===== src/hw/rtl/two_material_face_blend_select_assert.svh =====
// Assertion macros for the face blend select block.
`ifndef TWO_MATERIAL_FACE_BLEND_SELECT_ASSERT_SVH
`define TWO_MATERIAL_FACE_BLEND_SELECT_ASSERT_SVH

// Implication in the same cycle.
`define TMFBS_ASSERT_IMPL(label, clk, rst_n, a, b, msg) \
	label: assert property (@(posedge clk) disable iff (!rst_n) (a) |-> (b)) \
		else $error(msg);

// Implication a fixed number of cycles later.
`define TMFBS_ASSERT_DELAY(label, clk, rst_n, a, n, b, msg) \
	label: assert property (@(posedge clk) disable iff (!rst_n) (a) |-> ##n (b)) \
		else $error(msg);

`endif


===== src/hw/rtl/tmfbs_pkg.sv =====
// Types and constants of the face blend select block.
`default_nettype none

package tmfbs_pkg;

	localparam int unsigned ENTRY_COUNT = 6;
	localparam logic [7:0] FULL_WEIGHT = 8'd255;

	typedef struct packed {
		logic [7:0] vert_a_first_index;
		logic [7:0] vert_a_second_index;
		logic [7:0] vert_a_blend;
		logic [7:0] vert_b_first_index;
		logic [7:0] vert_b_second_index;
		logic [7:0] vert_b_blend;
		logic [7:0] vert_c_first_index;
		logic [7:0] vert_c_second_index;
		logic [7:0] vert_c_blend;
	} face_item_t;

	typedef struct packed {
		logic [7:0] face_low_index;
		logic [7:0] face_high_index;
		logic [7:0] face_blend;
	} face_result_t;

	// Running state of the best / second best scan.
	typedef struct packed {
		logic [7:0] best_id;
		logic [7:0] best_s;
		logic       best_ok;
		logic [7:0] second_id;
		logic [7:0] second_s;
		logic       second_ok;
	} scan_t;

endpackage

`default_nettype wire


===== src/hw/rtl/two_material_face_blend_select.sv =====
// Face material pair and blend selection from three two-material vertices.
//
// Usage: drive item and raise start for one cycle per face; a transfer takes
// place at each rising edge with start high and busy low. busy is never
// raised, so a face may be offered in every cycle.
// Each result appears on result for exactly one cycle with done high, after
// its input transfer has passed stages 1 to 5, the last of which loads the
// output register. Results leave in input order.
// Throughput: one face per cycle, set by the five-stage pipeline:
//   s1 entry build and index compare matrix, s2 first-occurrence flags and
//   per-index peak strength, s3 scan of entries 0..2, s4 scan of entries
//   3..5, s5 blend arithmetic, ordering of the pair and output register.
// The receiver cannot hold results off; a result not taken is dropped.
// Reset (arst_n low, asynchronous) clears all stage valid bits, so nothing
// in flight survives and done stays low until a new face has gone through.
// No state is kept between faces.
`default_nettype none

module two_material_face_blend_select (
	input  wire                    clk,
	input  wire                    arst_n,
	input  wire                    start,
	output logic                   busy,
	input  tmfbs_pkg::face_item_t  item,
	output logic                   done,
	output tmfbs_pkg::face_result_t result
);

	import tmfbs_pkg::*;

	`include "two_material_face_blend_select_assert.svh"

	localparam int unsigned HALF = ENTRY_COUNT / 2;

	function automatic scan_t scan_step(input scan_t st, input logic live,
			input logic [7:0] id, input logic [7:0] s);
		scan_t nx;
		nx = st;
		if (live) begin
			if (!st.best_ok || s >= st.best_s) begin
				nx.second_id = st.best_id;
				nx.second_s  = st.best_s;
				nx.second_ok = st.best_ok;
				nx.best_id   = id;
				nx.best_s    = s;
				nx.best_ok   = 1'b1;
			end else if (!st.second_ok || s > st.second_s) begin
				nx.second_id = id;
				nx.second_s  = s;
				nx.second_ok = 1'b1;
			end
		end
		return nx;
	endfunction

	logic accept;

	// stage 1
	logic                            valid_s1;
	logic [ENTRY_COUNT-1:0][7:0]     id_s1;
	logic [ENTRY_COUNT-1:0][7:0]     str_s1;
	logic [ENTRY_COUNT-1:0][ENTRY_COUNT-1:0] eq_s1;
	logic [ENTRY_COUNT-1:0][7:0]     id_in;
	logic [ENTRY_COUNT-1:0][7:0]     str_in;

	// stage 2
	logic                            valid_s2;
	logic [ENTRY_COUNT-1:0][7:0]     id_s2;
	logic [ENTRY_COUNT-1:0][7:0]     str_s2;
	logic [ENTRY_COUNT-1:0]          first_s2;
	logic [ENTRY_COUNT-1:0][7:0]     peak;
	logic [ENTRY_COUNT-1:0]          first_c;

	// stages 3 and 4
	logic                            valid_s3;
	logic [ENTRY_COUNT-1:0][7:0]     id_s3;
	logic [ENTRY_COUNT-1:0][7:0]     str_s3;
	logic [ENTRY_COUNT-1:0]          first_s3;
	scan_t                           scan_s3;
	scan_t                           scan_lo;
	logic                            valid_s4;
	scan_t                           scan_s4;
	scan_t                           scan_hi;

	// stage 5
	logic                            valid_s5;
	face_result_t                    result_s5;
	face_result_t                    res_c;
	logic [7:0]                      sec_id;
	logic [7:0]                      sec_s;
	logic [8:0]                      sum;
	logic [7:0]                      blend;

	assign busy   = 1'b0;
	assign accept = start && !busy;

	// entry order: A first, A second, B first, B second, C first, C second
	always_comb begin
		id_in[0]  = item.vert_a_first_index;
		str_in[0] = FULL_WEIGHT - item.vert_a_blend;
		id_in[1]  = item.vert_a_second_index;
		str_in[1] = item.vert_a_blend;
		id_in[2]  = item.vert_b_first_index;
		str_in[2] = FULL_WEIGHT - item.vert_b_blend;
		id_in[3]  = item.vert_b_second_index;
		str_in[3] = item.vert_b_blend;
		id_in[4]  = item.vert_c_first_index;
		str_in[4] = FULL_WEIGHT - item.vert_c_blend;
		id_in[5]  = item.vert_c_second_index;
		str_in[5] = item.vert_c_blend;
	end

	always_ff @(posedge clk) begin
		id_s1  <= id_in;
		str_s1 <= str_in;
		for (int j = 0; j < ENTRY_COUNT; j++) begin
			for (int k = 0; k < ENTRY_COUNT; k++) begin
				eq_s1[j][k] <= (id_in[j] == id_in[k]);
			end
		end
	end

	// peak strength over all entries sharing the index; first-occurrence flag
	always_comb begin
		for (int j = 0; j < ENTRY_COUNT; j++) begin
			peak[j]    = 8'd0;
			first_c[j] = 1'b1;
			for (int k = 0; k < ENTRY_COUNT; k++) begin
				if (eq_s1[j][k] && str_s1[k] > peak[j]) begin
					peak[j] = str_s1[k];
				end
				if (k < j && eq_s1[j][k]) begin
					first_c[j] = 1'b0;
				end
			end
		end
	end

	always_ff @(posedge clk) begin
		id_s2    <= id_s1;
		str_s2   <= peak;
		first_s2 <= first_c;
	end

	always_comb begin
		scan_lo = '0;
		for (int k = 0; k < HALF; k++) begin
			scan_lo = scan_step(scan_lo, first_s2[k], id_s2[k], str_s2[k]);
		end
	end

	always_ff @(posedge clk) begin
		id_s3    <= id_s2;
		str_s3   <= str_s2;
		first_s3 <= first_s2;
		scan_s3  <= scan_lo;
	end

	always_comb begin
		scan_hi = scan_s3;
		for (int k = HALF; k < ENTRY_COUNT; k++) begin
			scan_hi = scan_step(scan_hi, first_s3[k], id_s3[k], str_s3[k]);
		end
	end

	always_ff @(posedge clk) begin
		scan_s4 <= scan_hi;
	end

	// lone index pairs with itself at zero strength
	always_comb begin
		sec_id = scan_s4.second_ok ? scan_s4.second_id : scan_s4.best_id;
		sec_s  = scan_s4.second_ok ? scan_s4.second_s : 8'd0;
		sum    = {1'b0, FULL_WEIGHT - scan_s4.best_s} + {1'b0, sec_s};
		blend  = sum[8:1];
		if (scan_s4.best_id > sec_id) begin
			res_c.face_low_index  = sec_id;
			res_c.face_high_index = scan_s4.best_id;
			res_c.face_blend      = FULL_WEIGHT - blend;
		end else begin
			res_c.face_low_index  = scan_s4.best_id;
			res_c.face_high_index = sec_id;
			res_c.face_blend      = blend;
		end
	end

	always_ff @(posedge clk) begin
		result_s5 <= res_c;
	end

	always_ff @(posedge clk or negedge arst_n) begin
		if (!arst_n) begin
			valid_s1 <= 1'b0;
			valid_s2 <= 1'b0;
			valid_s3 <= 1'b0;
			valid_s4 <= 1'b0;
			valid_s5 <= 1'b0;
		end else begin
			valid_s1 <= accept;
			valid_s2 <= valid_s1;
			valid_s3 <= valid_s2;
			valid_s4 <= valid_s3;
			valid_s5 <= valid_s4;
		end
	end

	assign done   = valid_s5;
	assign result = result_s5;

	`TMFBS_ASSERT_DELAY(a_latency, clk, arst_n, accept, 5, done, "transfer without result")
	`TMFBS_ASSERT_IMPL(a_order, clk, arst_n, done,
		result.face_low_index <= result.face_high_index, "index pair out of order")
	`TMFBS_ASSERT_IMPL(a_single, clk, arst_n,
		done && result.face_low_index == result.face_high_index,
		!result.face_blend[7], "single index blend above half")
	`TMFBS_ASSERT_IMPL(a_first, clk, arst_n, valid_s2, first_s2[0],
		"leading entry not marked first")

endmodule

`default_nettype wire


===== config.mk =====
export PLATFORM = sky130hd
export DESIGN_NAME = two_material_face_blend_select
export DESIGN_NICKNAME = d
export VERILOG_FILES = /design/src/hw/rtl/tmfbs_pkg.sv /design/src/hw/rtl/two_material_face_blend_select.sv
export VERILOG_INCLUDE_DIRS = /design/src /design/src/hw/rtl
export SDC_FILE = /design/constraint.sdc
export NUM_CORES = 1
export LEC_CHECK = 0
export BUFFER_PORTS_ARGS = -buffer_cell sky130_fd_sc_hd__buf_2
export CORE_MARGIN = 5
export CORE_UTILIZATION = 40
export CTS_CLUSTER_DIAMETER = 40
export DETAILED_ROUTE_END_ITERATION = 7
export PLACE_DENSITY = 0.65
export SETUP_SLACK_MARGIN = 0.4
export SLEW_MARGIN = 20
export SYNTH_ARGS = -nofsm -noshare
export SYNTH_HDL_FRONTEND = slang
export SYNTH_SLANG_ARGS = --single-unit

===== constraint.sdc =====
create_clock -name clk -period 10.2 [get_ports clk]
set_input_delay 0.51 -clock clk [delete_from_list [all_inputs] [get_ports clk]]
set_output_delay 0.51 -clock clk [all_outputs]
set_load 0.02 [all_outputs]

==> impl_metrics.py, run 1 <==
metrics = {
    "cts": {
        "htreeDepth": 2,
        "cts_buffer_depth": 3,
        "cts_sinks": 358,
        "clk_pin_slew_ns": 0.06,
        "cts_buffers": 47,
        "cts-root-buf": "clkbuf_16",
        "cts_tree": "yes",
        "clk_latency_ns": 0.59,
    },
    "timing": {
        "slew_viol_final": 0,
        "period_needed_ns": 9.51,
        "hold_viol_final": 0,
        "setup_viol": 0,
        "fmax_mhz": 105,
        "rsz0062_at_grt": "no",
        "relSlewSlack_pct": 44.3,
        "hold_slack_ns": 0.0444,
        "setup_ws_ns": 0.691,
        "skew_ns": 0.0160,
        "finalCritPeriodShare_pct": 93.2,
        "worst_pin_slew_ns": 0.835,
    },
    "floorplan": {
        "io_pins": 101,
        "die_area_um2": 62500,
        "row_count": 88,
        "core-area_um2": 57400,
        "initial_utilization_pct": 40.1,
        "die_x_um": 250,
        "dieHeight_um": 250,
    },
    "cells_and_area": {
        "seq_area_um2": 7200,
        "drive_gt1_share_pct": 18.3,
        "fill_cells": 5378,
        "multi_input_area_um2": 15100,
        "design_area_um2": 27300,
        "n_antenna_cell": 0,
        "nets": 3182,
        "areaGrowthSynthToFinish_pct": 18.4,
    },
    "worst_setup_path": {
        "startpoint": "str_s1[5]$_DFF_P_",
        "cp-start-kind": "flip-flop",
        "endpoint_kind": "flip-flop",
        "crit_fanout": 11,
        "critPathKind": "reg -> reg",
        "required_ns": 10.66,
        "slowest_delay_ns": 0.36,
        "crit_arrival_ns": 9.97,
        "worstReg2RegStart": "str_s1[5]$_DFF_P_",
        "crit_slowest_cell": "mux2_2",
    },
    "global_routing": {
        "grt_busiest_layer": "met2",
        "use_met1_pct": 26.2,
        "antenna_found_initial": 2,
        "grt_use_met3_pct": 3.52,
        "grt_pass1_wl_um": 110000,
        "grt_usage_pct": 21.7,
        "first_global_vias": 19900,
        "use_met2_pct": 37.6,
        "grt_max_degree": 39,
        "overflow": 0,
    },
    "synthesis": {
        "yosysWarnings": 0,
        "synth-async-reset-ratio_pct": 1.40,
        "yosysTopAreaCell": "dfxtp_1",
        "yosys-top-cells-area": "dfxtp_1 (31%), ha_1 (16%), xnor2_1 (5.3%), mux2i_1 (4.5%), a21oi_1 (3.9%)",
        "seq_area_frac_synth_pct": 31.2,
        "syn-instance-count": 2662,
        "synth_edf_count": 0,
        "netlist_area_um2": 23000,
        "syn-mean-instance-area_um2": 8.65,
        "yosys_register_bits": 358,
        "synth_flop_cell": "dfxtp_1",
        "synth_fp_nets": 3038,
        "yosysUniqueCellTypes": 85,
        "synth_top_area_share_pct": 30.7,
    },
    "placed_design": {
        "place_area_um2": 24500,
        "dp_hpwl_um": 55500,
        "pre_cts_slack_ns": -0.305,
        "gp_congestion": 0.948,
        "port_buffers": 99,
    },
    "detailed_routing": {
        "drtAntennaViolNets": 0,
        "drc": 0,
        "drt_wl_total_um": 71600,
        "viasPerCell": 5.57,
        "detail_route.wl_per_cell_um": 19.8,
        "vias": 20100,
        "drt_iter0_drc": 1432,
        "drtPass1Iterations": 7,
    },
    "job": {
        "cap_violations": 0,
    },
    "power_and_ir_drop": {
        "p_per_area_nw_per_um2": 209,
        "p_total_mw": 5.69,
        "p_leak_nw": 12.1,
        "vdd.ir_drop.worst_v": 0.000222,
    },
    "outcome": {
        "status": "finished clean",
    },
    "min_path": {
        "hold_path.class": "in -> reg",
        "hold_path_startpoint": "item[27]",
    },
}
[sequential cells by signal, summed over array words and instances, names as in the netlist, 3 cells and up]
| name | count |
|---|---|
| scan_s3 | 33 |
| str_s2 | 48 |
| result | 24 |
| str_s3 | 24 |
| id_s3 | 24 |
| scan_s4 | 33 |
| first_s3 | 3 |
| first_s2 | 5 |
| id_s2 | 48 |
| eq_s1 | 15 |
| str_s1 | 48 |
| id_s1 | 48 |
[area by class of cell]
cell class,instances,area share [%]
Timing Repair Buffer,237,5.71
Clock buffer,58,4.68
Clock inverter,30,1.35
Inverter,211,2.90
Tap cell,765,3.51
Sequential cell,358,26.4
Multi-Input combinational cell,1951,55.4
[synth_stat cells, types with 6 or more instances]
library cell and count:
and4_1 6, ha_1 300, a21boi_0 7, o21bai_1 8
o211a_1 18, inv_1 209, nand2_1 209, o2111ai_1 7
a22oi_1 22, dfxtp_1 353, o21a_1 16, or3_1 6
a211oi_2 6, nand4_1 62, nor2_1 139, a21oi_1 180
o221ai_1 9, o22a_1 7, o211ai_1 18, nor3_1 10
a221oi_1 17, and3_1 12, o22ai_1 20, clkbuf_1 126
o21ai_0 155, nand3_1 59, xnor2_1 140, buf_1 15
a21o_1 77, or2_2 10, mux2i_1 104, a211o_1 6
a22o_1 12, a211oi_1 14, a31oi_1 15, mux2_2 65
and2_1 32, o21ai_1 12, nand2b_1 33, nor2b_1 49
[through the flow]
step           std cells  util, %  setup TNS (ns)
2_1_floorplan       2662        -               0
3_3_place_gp        3458     42.7          -0.199
3_5_place_dp        3458     42.7           -2.22
4_1_cts             3551     45.9               0
5_1_grt             3610     47.5               0
6_report            3610     47.5               0
[layer usage]
layer	up-vias	share of wire (%)	wire, um
li1	9726	-	-
met1	9485	41	29700
met2	678	48	34200
met3	204	5.8	4120
met4	0	4.9	3540
met5	-	0	0
[report_power, final]
group / total, mW / switching (mW) / internal [mW]
logic: 2.24 / 1.28 / 0.962
registers: 1.78 / 0.125 / 1.65
clock network: 1.67 / 0.672 / 0.999
total: 5.69 / 2.07 / 3.61
[placed cells by master (no fill, tap or decap), drive strengths merged, types with 18 or more instances in the layout]
master  instances
nand2b         33
dfxtp         353
a21oi         183
ha            300
buf           234
nand2         211
o21ai         167
a21o           77
inv           222
o22ai          21
o211a          21
xnor2         140
nor2b          49
nor2          139
a22oi          22
o211ai         18
nand4          62
and2           34
a211oi         20
clkbuf         58
nand3          59
mux2i         104
mux2           68
[what timing repair did]
action | 4_1_cts | 5_1_grt
hold endpoints to repair | 6 | 0
hold buffers | 2 | 0
cloned | 1 | 9
buffers inserted | 2 | 50
gates resized for setup | 42 | 116
endpoints found under the setup margin | 37 | 40
pin swaps | 1 | 29
[worst max-delay path: cells and delay by family (launching register included)]
kind,cells,cell delay (ns)
compound gates,25,4.83
simple gates,11,1.39
fa+ha+maj,5,1.36
buf+inv,6,0.80
mux,2,0.67
flops,1,0.34
[cell families (layout without fill, tap and decap cells)]
group	after synthesis	in the layout	synth area share [%]
AO/OA/AOI/OAI	676	682	19.2
XOR/XNOR	145	145	5.52
adder cells (fa/ha/maj)	303	303	16.5
buffers and inverters	362	536	6.09
flip-flops	358	358	31.2
multiplexers	172	172	7.90
other	1	1	0.0163
AND/OR/NAND/NOR	645	648	13.6
[final timing paths]
kind	endpoint	slack, ns	depth (start not counted)
setup / recovery	str_s2[39]$_DFF_P_	0.69	49
hold / removal	str_s1[27]$_DFF_P_	0.04	1
setup reg to reg	str_s2[39]$_DFF_P_	0.69	49
hold reg to reg	id_s2[13]$_DFF_P_	0.32	0
max in group asynchronous	valid_s1$_DFF_PN0_	9.81	2
min in group asynchronous	valid_s4$_DFF_PN0_	0.26	2
Power figures use the tool's default switching activity.
==> inputs of run 2 (changes only) <==
--- a/config.mk
+++ b/config.mk
@@ -6,7 +6,7 @@
 export SDC_FILE = /design/constraint.sdc
 export NUM_CORES = 1
 export LEC_CHECK = 0
-export BUFFER_PORTS_ARGS = -buffer_cell sky130_fd_sc_hd__buf_2
+export BUFFER_PORTS_ARGS = -buffer_cell sky130_fd_sc_hd__clkbuf_2
 export CORE_MARGIN = 5
 export CORE_UTILIZATION = 40
 export CTS_CLUSTER_DIAMETER = 40
==> run 2 against run 1 <==
Sequential power hardly changed. Setup slack improved by 0.037 ns. Flip-flop and latch count unchanged. Final cell count increased by 0.25%. Sequential share of layout area about the same. Largest power group unchanged. Highest routed layer unchanged.
==> impl_metrics.py, run 2 (synthesized netlist as in run 1, its figures left out) <==
metrics = {
    "outcome": {
        "status": "finished clean",
    },
    "cts": {
        "cts-root-buf": "clkbuf_16",
        "cts_sinks": 358,
        "cts_buffer_depth": 3,
        "clk_latency_ns": 0.59,
        "cts_buffers": 49,
        "clk_pin_slew_ns": 0.06,
        "htreeDepth": 2,
        "cts_tree": "yes",
    },
    "floorplan": {
        "initial_utilization_pct": 40.1,
        "die_x_um": 250,
        "core-area_um2": 57400,
        "die_area_um2": 62500,
        "row_count": 88,
        "io_pins": 101,
        "dieHeight_um": 250,
    },
    "timing": {
        "setup_tns_ns": 0,
        "relSlewSlack_pct": 42.4,
        "worst_pin_slew_ns": 0.864,
        "fmax_mhz": 106,
        "period_needed_ns": 9.47,
        "finalCritPeriodShare_pct": 92.9,
        "setup_viol": 0,
        "hold_viol_final": 0,
        "rsz0062_at_grt": "no",
        "slew_viol_final": 0,
        "skew_ns": 0.0478,
    },
    "global_routing": {
        "grt_usage_pct": 21.6,
        "grt_pass1_wl_um": 109000,
        "first_global_vias": 19500,
        "overflow": 0,
        "antenna_found_initial": 0,
        "grt_max_degree": 46,
    },
    "detailed_routing": {
        "drc": 0,
        "met1Wirelength_um": 29800,
        "detail_route.wl_per_cell_um": 19.7,
        "drt_iter0_drc": 1388,
        "viasPerCell": 5.53,
        "drt_wl_total_um": 71300,
        "wl_met2_um": 35000,
        "vias": 20000,
        "topRoutingLayerUsed": "met4",
        "drtPass1Iterations": 8,
        "drtAntennaViolNets": 0,
        "wl_met3_um": 3650,
    },
    "cells_and_area": {
        "n_antenna_cell": 0,
        "drive_gt1_share_pct": 17.8,
        "nets": 3191,
        "final_cell_mix": "dfxtp_1 (346), ha_1 (300), inv_1 (209)",
        "instances_no_fill": 3619,
        "areaGrowthSynthToFinish_pct": 18.6,
        "final_common_cell": "dfxtp_1",
        "design_area_um2": 27300,
    },
    "placed_design": {
        "gp_congestion": 0.951,
        "dpl.cell_count": 3460,
        "place_area_um2": 24500,
        "dp_hpwl_um": 55600,
        "port_buffers": 99,
    },
    "power_and_ir_drop": {
        "vdd.ir_drop.worst_v": 0.000246,
        "p_per_area_nw_per_um2": 211,
        "p_total_mw": 5.77,
        "p_leak_nw": 12.2,
    },
    "worst_setup_path": {
        "crit_arrival_ns": 9.94,
        "required_ns": 10.67,
        "crit_fanout": 12,
        "slowest_delay_ns": 0.37,
        "crit_slowest_cell": "dfxtp_1",
        "cp_common_cell": "ha_1",
        "endpoint_kind": "flip-flop",
        "cp-start-kind": "flip-flop",
        "critPathKind": "reg -> reg",
    },
    "min_path": {
        "hold_path.class": "in -> reg",
    },
    "job": {
        "cap_violations": 0,
    },
}
[run 2: cell types whose count changed in the layout (fill, tap and decap cells not counted), sizes merged]
cell,before,now
and2,34,33
bufinv,3,5
buf,234,134
clkbuf,58,157
inv,222,221
clkinvlp,5,3
dlygate4sd3,2,12
clkdlybuf4s15,1,0
clkinv,11,14
nand2,211,212
a21oi,183,182
[run 2: layer usage]
metal  up-vias  GRT usage, %
li1       9758             -
met1      9457          26.8
met2       629          38.0
met3       161          2.94
met4         0          8.07
met5         -             0
[run 2: where the power goes]
group / switching, mW / internal, mW
Combinational: 1.28 / 0.958
Sequential: 0.126 / 1.65
Clock: 0.680 / 1.07
[run 2: cell type report]
type | count | area, um^2
repair buffers | 245 | 1650
multi-input cells | 1950 | 15000
clock inverters | 32 | 427
well taps | 765 | 957
fillers | 5391 | 30100
inverters | 211 | 792
clock buffers | 58 | 1310
flip-flops and latches | 358 | 7210
[run 2: path summary, 6_finish.rpt]
path                                      end  slack (ns)               from  cells after the start
max in group asynchronous  valid_s1$_DFF_PN0_        9.80             arst_n                      2
setup / recovery           str_s2[34]$_DFF_P_        0.73  str_s1[5]$_DFF_P_                     45
hold reg to reg             id_s2[21]$_DFF_P_        0.30  id_s1[21]$_DFF_P_                      0
hold / removal             valid_s1$_DFF_PN0_        0.04              start                      1
min in group asynchronous      done$_DFF_PN0_        0.27             arst_n                      2
setup reg to reg           str_s2[34]$_DFF_P_        0.73  str_s1[5]$_DFF_P_                     45
[run 2: worst max-delay path: cells and delay by family, from the launching register on]
kind	cells	cell delay [ns]
compound gates	20	4.23
simple gates	12	1.61
fa+ha+maj	5	1.58
buf+inv	6	0.94
mux	2	0.58
flops	1	0.37
[run 2: metrics by stage]
step	worst slack [ns]	hold slack [ns]	util, %
floorplan	0.731	0.214	-
global route	0.299	0.0199	47.6
CTS	0.333	0.00263	46.2
finish	0.728	0.0386	47.6
detailed placement	-0.457	0.312	42.7
global placement	-0.245	0.311	42.7
[run 2: what timing repair did]
action                                  CTS  global route
cloned                                    1             7
hold endpoints to repair                 16             0
pin swaps                                 1            21
resized for setup                        36            93
hold buffers                             12             0
endpoints found under the setup margin   40            41
buffers inserted                          2            47
==> inputs of run 3 (changes only) <==
--- a/config.mk
+++ b/config.mk
@@ -11,7 +11,7 @@
 export CORE_UTILIZATION = 40
 export CTS_CLUSTER_DIAMETER = 40
 export DETAILED_ROUTE_END_ITERATION = 7
-export PLACE_DENSITY = 0.65
+export PLACE_DENSITY = 0.63
 export SETUP_SLACK_MARGIN = 0.4
 export SLEW_MARGIN = 20
 export SYNTH_ARGS = -nofsm -noshare
==> constraint.sdc (replaced) <==
create_clock -name clk -period 11.6 [get_ports clk]
set_input_delay 0.58 -clock clk [delete_from_list [all_inputs] [get_ports clk]]
set_output_delay 0.58 -clock clk [all_outputs]
set_load 0.02 [all_outputs]
==> run 3 against run 2 <==
Cell area decreased by 4.6%. Power decreased by 13%. Register-to-register slack improved by 0.38 ns. Sequential share of layout area increased by 1.3 points. Largest power group unchanged.
==> impl_metrics.py, run 3 (synthesized netlist as in run 1, its figures left out) <==
metrics = {
    "placed_design": {
        "dp_hpwl_um": 53800,
        "dpl.cell_count": 3405,
        "port_buffers": 99,
        "gp_congestion": 0.983,
        "pre_cts_slack_ns": 0.355,
    },
    "floorplan": {
        "io_pins": 101,
        "row_count": 88,
        "core-area_um2": 57400,
        "initial_utilization_pct": 40.1,
        "dieHeight_um": 250,
        "die_x_um": 250,
        "die_area_um2": 62500,
    },
    "global_routing": {
        "grt_pass1_wl_um": 105000,
        "grt_max_degree": 48,
        "first_global_vias": 18800,
        "overflow": 0,
        "antenna_found_initial": 2,
        "grt_usage_pct": 20.8,
    },
    "worst_setup_path": {
        "reg2reg_slack_ns": 1.11,
        "crit_family": "compound AO/OA/AOI/OAI gates",
        "cp-start-kind": "flip-flop",
        "reg2reg_to": "str_s2[37]$_DFF_P_",
        "slowest_delay_ns": 0.58,
        "reg2reg_depth": 43,
        "critPathKind": "reg -> reg",
        "crit_arrival_ns": 10.95,
        "worstSetupPathDepth": 43,
        "endpoint_kind": "flip-flop",
        "worstReg2RegStart": "eq_s1[24]$_DFF_P_",
        "crit_slowest_cell": "o21ai_0",
        "critPathBufInv": 1,
        "crit_fanout": 14,
        "required_ns": 12.07,
    },
    "timing": {
        "finalCritPeriodShare_pct": 90.4,
        "slew_viol_final": 0,
        "setup_ws_ns": 1.11,
        "rsz0062_at_grt": "no",
        "worst_pin_slew_ns": 1.03,
        "setup_tns_ns": 0,
        "skew_ns": 0.0197,
        "setup_viol": 0,
        "fmax_mhz": 95.4,
        "period_needed_ns": 10.49,
        "hold_viol_final": 0,
        "relSlewSlack_pct": 31.5,
    },
    "cells_and_area": {
        "final_common_cell": "dfxtp_1",
        "instances_no_fill": 3507,
        "final_cell_mix": "dfxtp_1 (341), ha_1 (300), inv_1 (209)",
        "n_antenna_cell": 0,
        "nets": 3077,
        "drive_gt1_share_pct": 13.0,
        "areaGrowthSynthToFinish_pct": 13.2,
    },
    "outcome": {
        "status": "finished clean",
    },
    "min_path": {
        "hold_path_startpoint": "start",
        "hold_path.class": "in -> reg",
        "hold_end": "valid_s1$_DFF_PN0_",
        "hold_depth": 1,
    },
    "cts": {
        "htreeDepth": 2,
        "cts_buffers": 49,
        "cts-root-buf": "clkbuf_16",
        "cts_tree": "yes",
        "cts_sinks": 358,
        "cts_buffer_depth": 3,
        "clk_pin_slew_ns": 0.06,
        "clk_latency_ns": 0.59,
    },
    "detailed_routing": {
        "drc": 0,
        "drt_wl_total_um": 68300,
        "viasPerCell": 5.54,
        "vias": 19400,
        "drt_iter0_drc": 1274,
        "drtAntennaViolNets": 0,
        "drtPass1Iterations": 7,
        "detail_route.wl_per_cell_um": 19.5,
    },
    "power_and_ir_drop": {
        "p_per_area_nw_per_um2": 193,
        "vdd.ir_drop.worst_v": 0.000227,
        "p_leak_nw": 11.6,
    },
    "job": {
        "cap_violations": 0,
    },
}
-- run 3: changes by cell type in the layout (fill, tap and decap cells not counted), sizes merged --
cell,previous run,this run
a211o,7,6
a21oi,182,180
buf,134,39
bufinv,5,4
clkbuf,157,155
clkinv,14,20
dlygate4sd3,12,1
inv,221,220
nand2,212,209
o211a,21,19
-- run 3: worst max-delay path by stage --
stage	startpoint	end	slack, ns
2_1_floorplan	eq_s1[30]$_DFF_P_	str_s2[43]$_DFF_P_	2.13
3_3_place_gp	eq_s1[30]$_DFF_P_	str_s2[40]$_DFF_P_	0.41
3_5_place_dp	eq_s1[24]$_DFF_P_	str_s2[32]$_DFF_P_	0.36
4_1_cts	eq_s1[30]$_DFF_P_	str_s2[40]$_DFF_P_	0.43
5_1_grt	eq_s1[12]$_DFF_P_	str_s2[16]$_DFF_P_	0.43
6_report	eq_s1[24]$_DFF_P_	str_s2[37]$_DFF_P_	1.11
-- run 3: area by class of cell --
type                       instances  area, um^2
inverter                         211         792
clock buffer                      56        1290
fill                            5476       31300
tap                              765         957
multi-input combinational       1942       14600
timing repair buffer             139         798
sequential                       358        7210
clock inverter                    36         449
-- run 3: layer usage --
metal | wire, um | up-vias | GRT usage (%)
met5 | 13 | - | 0
met4 | 3650 | 2 | 10.4
met3 | 3860 | 180 | 3.18
met2 | 31900 | 611 | 35.2
met1 | 28800 | 9127 | 25.9
li1 | - | 9524 | -
-- run 3: power by group --
part           switching [mW]  internal, mW
clock                   0.610         0.921
sequential              0.119          1.45
combinational            1.10         0.820
total                    1.83          3.20
-- run 3: timing repair --
item,CTS,global route
hold endpoints to repair,5,0
setup endpoints to repair,4,25
resized for setup,3,42
pin swaps,0,3
hold buffers,1,0
cloned,0,0
setup buffers,0,9
-- run 3: per-stage QoR --
stage | utilization (%) | instance area (um^2) | power, mW | hold WS, ns
6_report | 45.4 | 26100 | 5.02 | 0.0871
5_1_grt | 45.4 | 26100 | 5.38 | 0.0685
4_1_cts | 45.1 | 25900 | 5.06 | 0.0582
3_5_place_dp | 42.0 | 24100 | 3.50 | 0.312
3_3_place_gp | 42.0 | 24100 | 3.43 | 0.312
2_1_floorplan | - | 23000 | 3.04 | 0.284
